[src/hdl/tcq_pkg.sv]
// Shared types and constants for the two-class oldest-first queue.
`default_nettype none

package tcq_pkg;

    localparam int QUEUE_DEPTH_DEF = 16;
    localparam int STAMP_BITS_DEF  = 16;

    localparam int KIND_W      = 2;
    localparam int STATUS_W    = 2;
    localparam int TAG_W       = 32;
    localparam int OUT_STAMP_W = 16;

    typedef enum logic [KIND_W-1:0] {
        KIND_ENQ     = 2'd0,
        KIND_DEQ_ANY = 2'd1,
        KIND_DEQ_C0  = 2'd2,
        KIND_DEQ_C1  = 2'd3
    } t_kind;

    typedef enum logic [STATUS_W-1:0] {
        ST_ENQ   = 2'd0,
        ST_DEQ   = 2'd1,
        ST_EMPTY = 2'd2,
        ST_FULL  = 2'd3
    } t_status;

    typedef struct packed {
        logic push;
        logic pop;
    } t_fifo_ctl;

    typedef struct packed {
        logic empty;
        logic full;
    } t_fifo_sts;

endpackage

`default_nettype wire

[src/hdl/tcq_cmd_if.sv]
// Command channel: valid/ready handshake with the command item.
`default_nettype none

interface tcq_cmd_if;
    logic                       valid;
    logic                       ready;
    logic [tcq_pkg::KIND_W-1:0] kind;
    logic                       item_class;
    logic [tcq_pkg::TAG_W-1:0]  payload_tag;

    modport source (output valid, output kind, output item_class, output payload_tag,
                    input ready);
    modport sink   (input valid, input kind, input item_class, input payload_tag,
                    output ready);
endinterface

`default_nettype wire

[src/hdl/tcq_res_if.sv]
// Result channel: valid/ready handshake with the result item.
`default_nettype none

interface tcq_res_if;
    logic                            valid;
    logic                            ready;
    logic [tcq_pkg::STATUS_W-1:0]    status;
    logic                            out_class;
    logic [tcq_pkg::TAG_W-1:0]       out_tag;
    logic [tcq_pkg::OUT_STAMP_W-1:0] out_stamp;

    modport source (output valid, output status, output out_class, output out_tag,
                    output out_stamp, input ready);
    modport sink   (input valid, input status, input out_class, input out_tag,
                    input out_stamp, output ready);
endinterface

`default_nettype wire

[src/hdl/two_class_oldest_first_queue_core.sv]
// A command passes the input register and then the result register on its way to the result port.
// Throughput: one command per cycle while results are taken; each FIFO's head entry is read ahead from its memory.
// Input ready drops only when the result register is full and not being taken.
// Reset: pointers, counts, arrival counter and valid flags clear; stores are not cleared.
// Top level of the two-class oldest-first queue.
`default_nettype none

module two_class_oldest_first_queue_core #(
    parameter int QUEUE_DEPTH = tcq_pkg::QUEUE_DEPTH_DEF,
    parameter int STAMP_BITS  = tcq_pkg::STAMP_BITS_DEF
) (
    input  wire logic  i_clk,
    input  wire logic  i_rst_n,
    tcq_cmd_if.sink    i_cmd,
    tcq_res_if.source  o_res
);

    localparam int OSW = tcq_pkg::OUT_STAMP_W;

    // input register
    logic                        r_in_vld;
    tcq_pkg::t_kind              r_kind;
    logic                        r_cls;
    logic [tcq_pkg::TAG_W-1:0]   r_tag;

    logic [STAMP_BITS-1:0]       r_arrival;

    // result register
    logic                        r_out_vld;
    tcq_pkg::t_status            r_status;
    logic                        r_out_cls;
    logic [tcq_pkg::TAG_W-1:0]   r_out_tag;
    logic [OSW-1:0]              r_out_stamp;

    tcq_pkg::t_status            n_status;
    logic                        n_cls;
    logic [tcq_pkg::TAG_W-1:0]   n_tag;
    logic [STAMP_BITS-1:0]       n_stamp;

    logic                        adv;
    logic                        have;
    logic                        pick;
    logic                        enq_ok;
    logic                        older1;
    logic [STAMP_BITS-1:0]       stamp_diff;

    tcq_pkg::t_fifo_ctl          ctl0;
    tcq_pkg::t_fifo_ctl          ctl1;
    tcq_pkg::t_fifo_sts          sts0;
    tcq_pkg::t_fifo_sts          sts1;
    logic [tcq_pkg::TAG_W-1:0]   hd_tag0;
    logic [tcq_pkg::TAG_W-1:0]   hd_tag1;
    logic [STAMP_BITS-1:0]       hd_stamp0;
    logic [STAMP_BITS-1:0]       hd_stamp1;

    assign adv         = r_in_vld && (!r_out_vld || o_res.ready);
    assign i_cmd.ready = !r_in_vld || adv;

    always_ff @(posedge i_clk) begin
        if (!i_rst_n) begin
            r_in_vld <= 1'b0;
        end else if (i_cmd.ready) begin
            r_in_vld <= i_cmd.valid;
        end
    end

    always_ff @(posedge i_clk) begin
        if (i_cmd.valid && i_cmd.ready) begin
            r_kind <= tcq_pkg::t_kind'(i_cmd.kind);
            r_cls  <= i_cmd.item_class;
            r_tag  <= i_cmd.payload_tag;
        end
    end

    // class 1 head is older when (s1 - s0) has its top bit set
    assign stamp_diff = hd_stamp1 - hd_stamp0;
    assign older1     = stamp_diff[STAMP_BITS-1];

    always_comb begin
        have   = 1'b0;
        pick   = 1'b0;
        enq_ok = 1'b0;
        unique case (r_kind)
            tcq_pkg::KIND_ENQ: begin
                enq_ok = r_cls ? !sts1.full : !sts0.full;
            end
            tcq_pkg::KIND_DEQ_ANY: begin
                have = !sts0.empty || !sts1.empty;
                pick = sts0.empty ? 1'b1 : (sts1.empty ? 1'b0 : older1);
            end
            tcq_pkg::KIND_DEQ_C0: begin
                have = !sts0.empty;
                pick = 1'b0;
            end
            tcq_pkg::KIND_DEQ_C1: begin
                have = !sts1.empty;
                pick = 1'b1;
            end
            default: begin
                have = 1'b0;
            end
        endcase
    end

    always_comb begin
        n_status = tcq_pkg::ST_EMPTY;
        n_cls    = 1'b0;
        n_tag    = '0;
        n_stamp  = '0;
        if (r_kind == tcq_pkg::KIND_ENQ) begin
            n_cls = r_cls;
            if (enq_ok) begin
                n_status = tcq_pkg::ST_ENQ;
                n_stamp  = r_arrival;
            end else begin
                n_status = tcq_pkg::ST_FULL;
            end
        end else if (have) begin
            n_status = tcq_pkg::ST_DEQ;
            n_cls    = pick;
            n_tag    = pick ? hd_tag1 : hd_tag0;
            n_stamp  = pick ? hd_stamp1 : hd_stamp0;
        end
    end

    assign ctl0.push = adv && enq_ok && !r_cls;
    assign ctl1.push = adv && enq_ok && r_cls;
    assign ctl0.pop  = adv && have && !pick;
    assign ctl1.pop  = adv && have && pick;

    always_ff @(posedge i_clk) begin
        if (!i_rst_n) begin
            r_arrival <= '0;
        end else if (ctl0.push || ctl1.push) begin
            r_arrival <= r_arrival + STAMP_BITS'(1);
        end
    end

    always_ff @(posedge i_clk) begin
        if (!i_rst_n) begin
            r_out_vld <= 1'b0;
        end else if (adv) begin
            r_out_vld <= 1'b1;
        end else if (o_res.ready) begin
            r_out_vld <= 1'b0;
        end
    end

    always_ff @(posedge i_clk) begin
        if (adv) begin
            r_status    <= n_status;
            r_out_cls   <= n_cls;
            r_out_tag   <= n_tag;
            r_out_stamp <= OSW'(n_stamp);
        end
    end

    assign o_res.valid     = r_out_vld;
    assign o_res.status    = r_status;
    assign o_res.out_class = r_out_cls;
    assign o_res.out_tag   = r_out_tag;
    assign o_res.out_stamp = r_out_stamp;

    tcq_fifo #(
        .DEPTH      (QUEUE_DEPTH),
        .STAMP_BITS (STAMP_BITS)
    ) u_fifo0 (
        .i_clk      (i_clk),
        .i_rst_n    (i_rst_n),
        .i_ctl      (ctl0),
        .i_wr_tag   (r_tag),
        .i_wr_stamp (r_arrival),
        .o_sts      (sts0),
        .o_hd_tag   (hd_tag0),
        .o_hd_stamp (hd_stamp0)
    );

    tcq_fifo #(
        .DEPTH      (QUEUE_DEPTH),
        .STAMP_BITS (STAMP_BITS)
    ) u_fifo1 (
        .i_clk      (i_clk),
        .i_rst_n    (i_rst_n),
        .i_ctl      (ctl1),
        .i_wr_tag   (r_tag),
        .i_wr_stamp (r_arrival),
        .o_sts      (sts1),
        .o_hd_tag   (hd_tag1),
        .o_hd_stamp (hd_stamp1)
    );

`ifndef SYNTHESIS
    a_no_push_full: assert property (@(posedge i_clk) disable iff (!i_rst_n)
        !((ctl0.push && sts0.full) || (ctl1.push && sts1.full)))
        else $error("push into a full class FIFO");

    a_no_pop_empty: assert property (@(posedge i_clk) disable iff (!i_rst_n)
        !((ctl0.pop && sts0.empty) || (ctl1.pop && sts1.empty)))
        else $error("pop from an empty class FIFO");

    a_one_op: assert property (@(posedge i_clk) disable iff (!i_rst_n)
        $onehot0({ctl0.push, ctl0.pop, ctl1.push, ctl1.pop}))
        else $error("more than one FIFO operation in a cycle");

    a_arrival_step: assert property (@(posedge i_clk) disable iff (!i_rst_n)
        ($past(i_rst_n) && (r_arrival != $past(r_arrival)))
            |-> $past(ctl0.push || ctl1.push))
        else $error("arrival counter moved without a stored item");

    a_ready_free: assert property (@(posedge i_clk) disable iff (!i_rst_n)
        !r_out_vld |-> i_cmd.ready)
        else $error("input stalled while result register is free");
`endif

endmodule

`default_nettype wire

[src/hdl/tcq_fifo.sv]
// One class FIFO: entry memory, pointers, count and a registered head entry.
`default_nettype none

module tcq_fifo #(
    parameter int DEPTH      = tcq_pkg::QUEUE_DEPTH_DEF,
    parameter int STAMP_BITS = tcq_pkg::STAMP_BITS_DEF
) (
    input  wire logic                        i_clk,
    input  wire logic                        i_rst_n,
    input  wire tcq_pkg::t_fifo_ctl          i_ctl,
    input  wire logic [tcq_pkg::TAG_W-1:0]   i_wr_tag,
    input  wire logic [STAMP_BITS-1:0]       i_wr_stamp,
    output tcq_pkg::t_fifo_sts               o_sts,
    output logic [tcq_pkg::TAG_W-1:0]        o_hd_tag,
    output logic [STAMP_BITS-1:0]            o_hd_stamp
);

    localparam int PTR_W = $clog2(DEPTH);
    localparam int CNT_W = $clog2(DEPTH + 1);
    localparam int ENT_W = tcq_pkg::TAG_W + STAMP_BITS;
    localparam logic [PTR_W-1:0] LAST_PTR = PTR_W'(DEPTH - 1);
    localparam logic [CNT_W-1:0] FULL_CNT = CNT_W'(DEPTH);

    logic [ENT_W-1:0] mem [DEPTH];
    logic [ENT_W-1:0] r_rd;
    logic [PTR_W-1:0] r_head;
    logic [PTR_W-1:0] r_tail;
    logic [CNT_W-1:0] r_count;
    logic [PTR_W-1:0] n_head;
    logic [ENT_W-1:0] wr_ent;

    function automatic logic [PTR_W-1:0] next_ptr(input logic [PTR_W-1:0] ptr);
        return (ptr == LAST_PTR) ? '0 : ptr + 1'b1;
    endfunction

    assign wr_ent = {i_wr_tag, i_wr_stamp};
    assign n_head = i_ctl.pop ? next_ptr(r_head) : r_head;

    always_ff @(posedge i_clk) begin
        if (!i_rst_n) begin
            r_head  <= '0;
            r_tail  <= '0;
            r_count <= '0;
        end else begin
            r_head <= n_head;
            if (i_ctl.push) begin
                r_tail <= next_ptr(r_tail);
            end
            if (i_ctl.push && !i_ctl.pop) begin
                r_count <= r_count + 1'b1;
            end else if (i_ctl.pop && !i_ctl.push) begin
                r_count <= r_count - 1'b1;
            end
        end
    end

    // Read the next head each cycle; forward a write that lands on it.
    always_ff @(posedge i_clk) begin
        if (i_ctl.push) begin
            mem[r_tail] <= wr_ent;
        end
        if (i_ctl.push && (r_tail == n_head)) begin
            r_rd <= wr_ent;
        end else begin
            r_rd <= mem[n_head];
        end
    end

    assign o_sts.empty = (r_count == '0);
    assign o_sts.full  = (r_count == FULL_CNT);
    assign o_hd_tag    = r_rd[ENT_W-1:STAMP_BITS];
    assign o_hd_stamp  = r_rd[STAMP_BITS-1:0];

endmodule

`default_nettype wire

[src/flat_wrapper.sv]
// flat-port wrapper written by rule: the top's interface ports become plain ports
module two_class_oldest_first_queue_core_flat 
#(
    parameter int QUEUE_DEPTH = tcq_pkg::QUEUE_DEPTH_DEF,
    parameter int STAMP_BITS  = tcq_pkg::STAMP_BITS_DEF
)
  (i_clk, i_rst_n, i_cmd_valid, i_cmd_kind, i_cmd_item_class, i_cmd_payload_tag, i_cmd_ready, o_res_valid, o_res_status, o_res_out_class, o_res_out_tag, o_res_out_stamp, o_res_ready);
  tcq_cmd_if i_cmd_i ();
  tcq_res_if o_res_i ();
  input  wire logic i_clk;
  input  wire logic i_rst_n;
  input wire logic [$bits(i_cmd_i.valid)-1:0] i_cmd_valid;
  input wire logic [$bits(i_cmd_i.kind)-1:0] i_cmd_kind;
  input wire logic [$bits(i_cmd_i.item_class)-1:0] i_cmd_item_class;
  input wire logic [$bits(i_cmd_i.payload_tag)-1:0] i_cmd_payload_tag;
  output wire logic [$bits(i_cmd_i.ready)-1:0] i_cmd_ready;
  output wire logic [$bits(o_res_i.valid)-1:0] o_res_valid;
  output wire logic [$bits(o_res_i.status)-1:0] o_res_status;
  output wire logic [$bits(o_res_i.out_class)-1:0] o_res_out_class;
  output wire logic [$bits(o_res_i.out_tag)-1:0] o_res_out_tag;
  output wire logic [$bits(o_res_i.out_stamp)-1:0] o_res_out_stamp;
  input wire logic [$bits(o_res_i.ready)-1:0] o_res_ready;
  assign i_cmd_i.valid = i_cmd_valid;
  assign i_cmd_i.kind = i_cmd_kind;
  assign i_cmd_i.item_class = i_cmd_item_class;
  assign i_cmd_i.payload_tag = i_cmd_payload_tag;
  assign i_cmd_ready = i_cmd_i.ready;
  assign o_res_valid = o_res_i.valid;
  assign o_res_status = o_res_i.status;
  assign o_res_out_class = o_res_i.out_class;
  assign o_res_out_tag = o_res_i.out_tag;
  assign o_res_out_stamp = o_res_i.out_stamp;
  assign o_res_i.ready = o_res_ready;
  two_class_oldest_first_queue_core #(.QUEUE_DEPTH(QUEUE_DEPTH), .STAMP_BITS(STAMP_BITS)) u_core (.i_clk(i_clk), .i_rst_n(i_rst_n), .i_cmd(i_cmd_i), .o_res(o_res_i));
endmodule
[config.mk]
export PLATFORM = sky130hd
export DESIGN_NAME = two_class_oldest_first_queue_core_flat
export DESIGN_NICKNAME = d
export VERILOG_FILES = /design/src/hdl/tcq_pkg.sv /design/src/hdl/tcq_cmd_if.sv /design/src/hdl/tcq_res_if.sv /design/src/hdl/two_class_oldest_first_queue_core.sv /design/src/hdl/tcq_fifo.sv /design/src/flat_wrapper.sv
export SDC_FILE = /design/constraint.sdc
export NUM_CORES = 1
export LEC_CHECK = 0
export BUFFER_PORTS_ARGS = -buffer_cell sky130_fd_sc_hd__buf_2
export CAP_MARGIN = 20
export CORE_MARGIN = 5
export CORE_UTILIZATION = 55
export CTS_BUF_LIST = sky130_fd_sc_hd__clkbuf_2
export DETAILED_ROUTE_END_ITERATION = 8
export PLACE_DENSITY_LB_ADDON = 0.25
export SYNTH_ARGS = -nofsm -noshare
export SYNTH_HDL_FRONTEND = slang
export SYNTH_SLANG_ARGS = --single-unit
[constraint.sdc]
create_clock -name i_clk -period 7.28 [get_ports i_clk]
set_input_delay 0.364 -clock i_clk [delete_from_list [all_inputs] [get_ports i_clk]]
set_output_delay 0.364 -clock i_clk [all_outputs]
set_load 0.01 [all_outputs]
Word level (Yosys, flattened, before mapping)
Memory sizes are Yosys's and may differ from the RTL's. A register that Yosys moved wholly into a read port is not among the register bits.
Index checks and enable logic that the tools add are counted.
- shift operators: 0
- muxes and demuxes: 32
- multiply operators: 0
- div/mod/pow operators: 0
- bitwise gates (word level): 1
- add/sub/neg operators: 10
- eq/ne operators: 9
- magnitude comparators: 0
- reduce and logical (&&, ||, !) cells: 35
- operator list (cell ; number):
    $mux W16 ; 4
    $mux W32 ; 1
    $mux W4 ; 6
    $mux W5 ; 4
    $add A16 B1 Y16 const B ; 1
    $add A4 B1 Y4 const B ; 4
    $eq A4 B4 Y1 const B ; 4
    $sub A16 B16 Y16 ; 1
    $logic_and A1 B1 Y1 ; 12
    $logic_not A1 Y1 ; 12
    $mux W1 ; 12
    $add A5 B1 Y5 const B ; 2
    $eq A5 B5 Y1 const B ; 2
    $logic_not A5 Y1 ; 2
    $sub A5 B1 Y5 const B ; 2
    $mux W2 ; 3
    $reduce_bool A2 Y1 ; 3
    $eq A2 B2 Y1 const B ; 2
    $logic_or A1 B1 Y1 ; 4
    $pmux W1 S3 ; 1
    $eq A2 B1 Y1 const B ; 1
    $logic_not A2 Y1 ; 1
    $pmux W1 S2 ; 1
    $reduce_or A2 Y1 ; 1
    $not A1 Y1 ; 1
- output and inout port bits: 53
- input bits: 39
- logic and storage cells: 105
- bits in read-only memories: 0
- memories: 2
- bits in registers: 130
- bits in writable memories: 1536
- bits in latches: 0
- memories (name ; words ; bits a word ; read ports ; clocked after memory_dff ; wr ports ; line ; RTL):
    u_core.u_fifo0.mem ; 16 ; 48 ; 1 ; 1 ; 1 ; tcq_fifo.sv:24 ; logic [ENT_W-1:0] mem [DEPTH];
    u_core.u_fifo1.mem ; 16 ; 48 ; 1 ; 1 ; 1 ; tcq_fifo.sv:24 ;

Depth between registers and ports, before layout
- depth in word-level cells: 10
- depth in mapped cells: 25
- gate-level depth less buffers: 21

Cells and area by module
A second synthesis with hierarchy kept.
- cells, all modules: 2964
- area, all modules: 64013.9 um2
- by module, submodules not included (module ; sequential area each (um2) ; area each (um2) ; cells each ; times used):
    tcq_fifo ; 23402.4 ; 29572.1 ; 1281 ; 2
    two_class_oldest_first_queue_core ; 2942.8 ; 4869.7 ; 402 ; 1

Worst setup path before layout
OpenSTA, ideal clock, no wires.
- path kind: register to register
- start point: reg (tool-made name)
- end point: reg u_core.u_fifo1.r_count[4]
- library setup time: 70 ps
- setup slack: 1516 ps
- cell stages (with the launch flop): 24
- path buffers: 4
- period minus slack after synthesis: 5764 ps
- arrival time: 5693 ps
- data required time: 7210 ps
- cell sequence: dfxtp_1 -> buf_2 -> buf_2 -> clkbuf_1 -> buf_1 -> mux4_2 -> mux4_2 -> inv_1 -> ha_1 -> a21oi_1 -> o21ai_0 -> a221oi_1 -> and2_1 -> a311oi_1 -> a211oi_4 -> nand2b_1 -> ha_1 -> inv_1 -> fa_1 -> a21o_1 -> a21oi_1 -> xnor2_1 -> or3_1 -> a21oi_1
- RTL lines (item ; line ; RTL):
    to (signal assigned) ; tcq_fifo.sv:50 ; r_count <= r_count + 1'b1;
    to (signal assigned) ; tcq_fifo.sv:52 ; r_count <= r_count - 1'b1;
    to (decl) ; tcq_fifo.sv:28 ; logic [CNT_W-1:0] r_count;

==> flow_metrics.py <==
metrics = {
    "synthesis": {
        "syn-num-nets": 2816,
        "ys.flop_type": "edfxtp_1",
        "syn_area_um2": 63900,
        "ys_warn_count": 0,
        "yosysTopAreaCell": "edfxtp_1",
        "async_flop_share_pct": 0,
        "post-synth-top-count-cell": "edfxtp_1",
        "synth_common_cells": "1622 x edfxtp_1, 476 x mux4_2, 100 x nor2_1, 88 x clkbuf_1, 58 x mux2i_1",
        "synth_cell_types": 53,
        "synth_cells": 2742,
        "yosys-top-cells-area": "edfxtp_1 76%, mux4_2 17%, dfxtp_1 1.6%",
        "synth_seq_cells": 1674,
        "ys_seq_area_share_pct": 77.8,
        "synth_top_area_share_pct": 76.2,
        "avgSynthCellArea_um2": 23.3,
        "synth_edf_count": 1622,
    },
    "power_and_ir_drop": {
        "p_comb_share_pct": 4.6,
        "p_clk_share_pct": 33.7,
        "internal_power_mw": 13.2,
        "p_leak_nw": 23.5,
        "ir_worst_vdd_v": 0.000112,
        "p_seq_share_pct": 61.7,
        "power_switching_mw": 4.07,
        "power_density_nw_per_um2": 242,
        "sw_frac_of_total_pct": 23.5,
    },
    "sta": {
        "finClkSkew_ps": 169,
        "setup_viol": 0,
        "final_hold_viol_count": 0,
        "fin_crit_ps": 6060,
        "holdWs_ps": 447,
        "fmax_mhz": 165,
        "maxSlewHeadroom_pct": 20.8,
        "setup_tns_ps": 0,
        "drv_slew": 0,
        "tightest_slew_ps": 1190,
        "rsz0062_at_grt": "no",
        "post-route-period-util_pct": 83.2,
    },
    "clock_tree": {
        "cts_root_buf": "clkbuf_2",
        "htreeDepth": 5,
        "clock_sinks": 1674,
        "clk_latency_ps": 1620,
        "cts.repair.resized": 0,
        "cts_buffers": 414,
        "cts_setup_buffers": 0,
        "clk_pin_slew_ps": 110,
        "cts_buffer_depth": 4,
        "cts_hold_buf": 115,
        "cts_tree": "done",
    },
    "worst_setup_path": {
        "cp-end-kind": "register",
        "rrSetupSlack_ps": 1220,
        "slowest_stage": "dfxtp_4",
        "setup.worst_path.end": "u_core.u_fifo1.r_count[4]$_SDFFE_PN0P_",
        "cp.depth": 19,
        "timing.rr.end": "u_core.u_fifo1.r_count[4]$_SDFFE_PN0P_",
        "crit_required_ps": 8790,
        "cp-start-kind": "register",
        "critPathMaxFanout": 51,
        "cp.arrival_ps": 7570,
        "path_buf_inv": 3,
        "critical_path.top_delay_family": "compound AO/OA/AOI/OAI gates",
        "reg2reg_depth": 19,
        "slowest_delay_ps": 900,
        "critical_path_class": "reg2reg",
        "path_cells": "buf_4, mux4_2, mux4_2, inv_1, ha_1, and4_1, a221oi_1, and2_1, a311oi_1, a211oi_4, nand2b_1, ha_1, inv_1, fa_1, a21o_1, a21oi_1, xnor2_1, or3_1, a21oi_1",
    },
    "grt": {
        "met2_usage_pct": 40.6,
        "grt_pass1_vias": 33126,
        "grtUsageTotal_pct": 24.6,
        "grtUsageMet1_pct": 33.1,
        "met3_usage_pct": 6.14,
        "grt_max_degree": 100,
        "grt.busiest_layer": "met2",
        "grt_pass1_wl_um": 217000,
        "overflow": 0,
        "antenna_found_initial": 3,
    },
    "die": {
        "rows": 125,
        "core_region_area_um2": 116000,
        "fp.dieH_um": 351,
        "die_w_um": 351,
        "start_util_pct": 55.2,
        "ios": 92,
        "die_area_um2": 123000,
    },
    "route": {
        "ant_nets": 0,
        "drc": 0,
        "firstDrtPassIters": 5,
        "drt-vias-per-instance": 6.13,
        "routedWlPerCell_um": 29.2,
        "drt_iter0_markers": 3498,
        "vias": 31434,
        "drt-total-wl_um": 150000,
    },
    "flow_run": {
        "drv_cap": 0,
    },
    "outcome": {
        "outcome": "finished, final reports clean",
    },
    "placement": {
        "place_hpwl_um": 76700,
        "portBuffers": 91,
        "routabilityCongestion": 0.780,
    },
    "layout": {
        "final_nets": 3396,
        "layout-drive-gt1-share_pct": 36.8,
        "area_growth_pct": 12.0,
    },
    "worst_hold_path": {
        "hp-class": "in2reg",
        "hp-start": "i_rst_n",
    },
}
registers in the layout, indices dropped and copies added (netlist names), named ones only:
signal / cells
u_core.u_fifo0.mem: 768
u_core.u_fifo1.mem: 768
u_core.o_res.out_tag: 32
u_core.r_tag: 32
u_core.o_res.out_stamp: 16
u_core.r_arrival: 16
u_core.u_fifo0.r_count: 5
u_core.u_fifo1.r_count: 5
u_core.u_fifo0.r_head: 4
u_core.u_fifo0.r_tail: 4
u_core.u_fifo1.r_head: 4
u_core.u_fifo1.r_tail: 4
u_core.o_res.status: 2
u_core.r_kind: 2
u_core.o_res.out_class: 1
u_core.o_res.valid: 1
u_core.r_cls: 1
u_core.r_in_vld: 1
metal layers:
metal / part of all wire (%) / wire (µm) / up-vias
met5: 0 / 0 / -
met3: 9.7 / 14500 / 216
met2: 50 / 75200 / 1774
met1: 38 / 56900 / 16425
met4: 2.0 / 3070 / 0
li1: - / - / 13019
worst register-to-register path, stage by stage, from the launching register on:
cell and delay [ps]:
dfxtp_4 900, buf_4 570, mux4_2 410, mux4_2 500
inv_1 80, ha_1 240, and4_1 170, a221oi_1 320
and2_1 240, a311oi_1 170, a211oi_4 480, nand2b_1 280
ha_1 230, inv_1 110, fa_1 420, a21o_1 190
a21oi_1 180, xnor2_1 90, or3_1 300, a21oi_1 140
power by group through the flow:
| stage | Combinational [mW] | Clock [mW] | Sequential [mW] |
|---|---|---|---|
| after floorplan | 0.546 | 0 | 10.8 |
| after global placement | 0.744 | 0 | 10.9 |
| after detailed placement | 0.758 | 0 | 10.9 |
| after CTS | 0.806 | 6.00 | 10.7 |
| after global routing | 0.856 | 6.51 | 10.7 |
| final | 0.798 | 5.83 | 10.7 |
cells in the final DEF (no fill, tap or decap), drive strengths merged, types with 4 or more instances in the layout:
master,instances
ha,33
nand3,5
inv,29
or3,6
mux4,476
dlygate4sd3,115
nand4,9
a21o,6
buf,179
a31oi,4
nand2b,11
a21oi,27
clkinv,96
xnor2,9
nor2,100
xor2,18
nand2,57
and2,5
mux2i,58
clkbuf,597
nor3,14
o21ai,30
edfxtp,1622
dfxtp,52
layout make-up:
class / instances / area (µm²)
sequential: 1674 / 49800
clock inverter: 102 / 494
inverter: 27 / 108
tap: 1524 / 1910
clock buffer: 596 / 2980
antenna: 2 / 5.00
timing repair buffer: 295 / 2520
fill: 8022 / 44300
multi-input combinational: 910 / 13800
logic make-up (layout without fill, tap and decap cells):
group                      count (synthesis)  count (layout)  synth area share (%)
AOI/OAI and AO/OA                         89              89                 0.857
xor gates and xnor gates                  27              27                 0.370
adders and majority gates                 35              35                 0.708
buffers and inverters                    158            1020                 0.984
DFF                                     1674            1674                  77.8
muxes                                    536             536                  17.7
other                                      0               2                     0
and+or+nand+nor                          223             223                  1.55
metrics by stage:
step                      cells  worst slack, ps  power (mW)  utilization, %  instance area [µm²]
after floorplan            2742             1520        11.4               -                63900
after global placement     4301             1280        11.6            57.5                66600
after detailed placement   4301             1210        11.7            57.5                66600
after CTS                  5114             1170        17.5            61.5                71300
after global routing       5129              821        18.1            61.8                71600
final                      5130             1220        17.3            61.8                71600
worst min-delay path by stage:
stage / cells past startpoint / to / slack, ps
2_1_floorplan: 2 / u_core.u_fifo1.r_head[3]$_SDFF_PN0_ / 450
3_3_place_gp: 2 / u_core.u_fifo1.r_head[3]$_SDFF_PN0_ / 460
3_5_place_dp: 2 / u_core.u_fifo1.r_count[4]$_SDFFE_PN0P_ / 500
4_1_cts: 4 / u_core.r_tag[1]$_DFFE_PP_ / 150
5_1_grt: 4 / u_core.r_tag[1]$_DFFE_PP_ / 290
6_report: 5 / u_core.u_fifo0.r_head[2]$_SDFF_PN0_ / 450
Power figures use the tool's default switching activity.
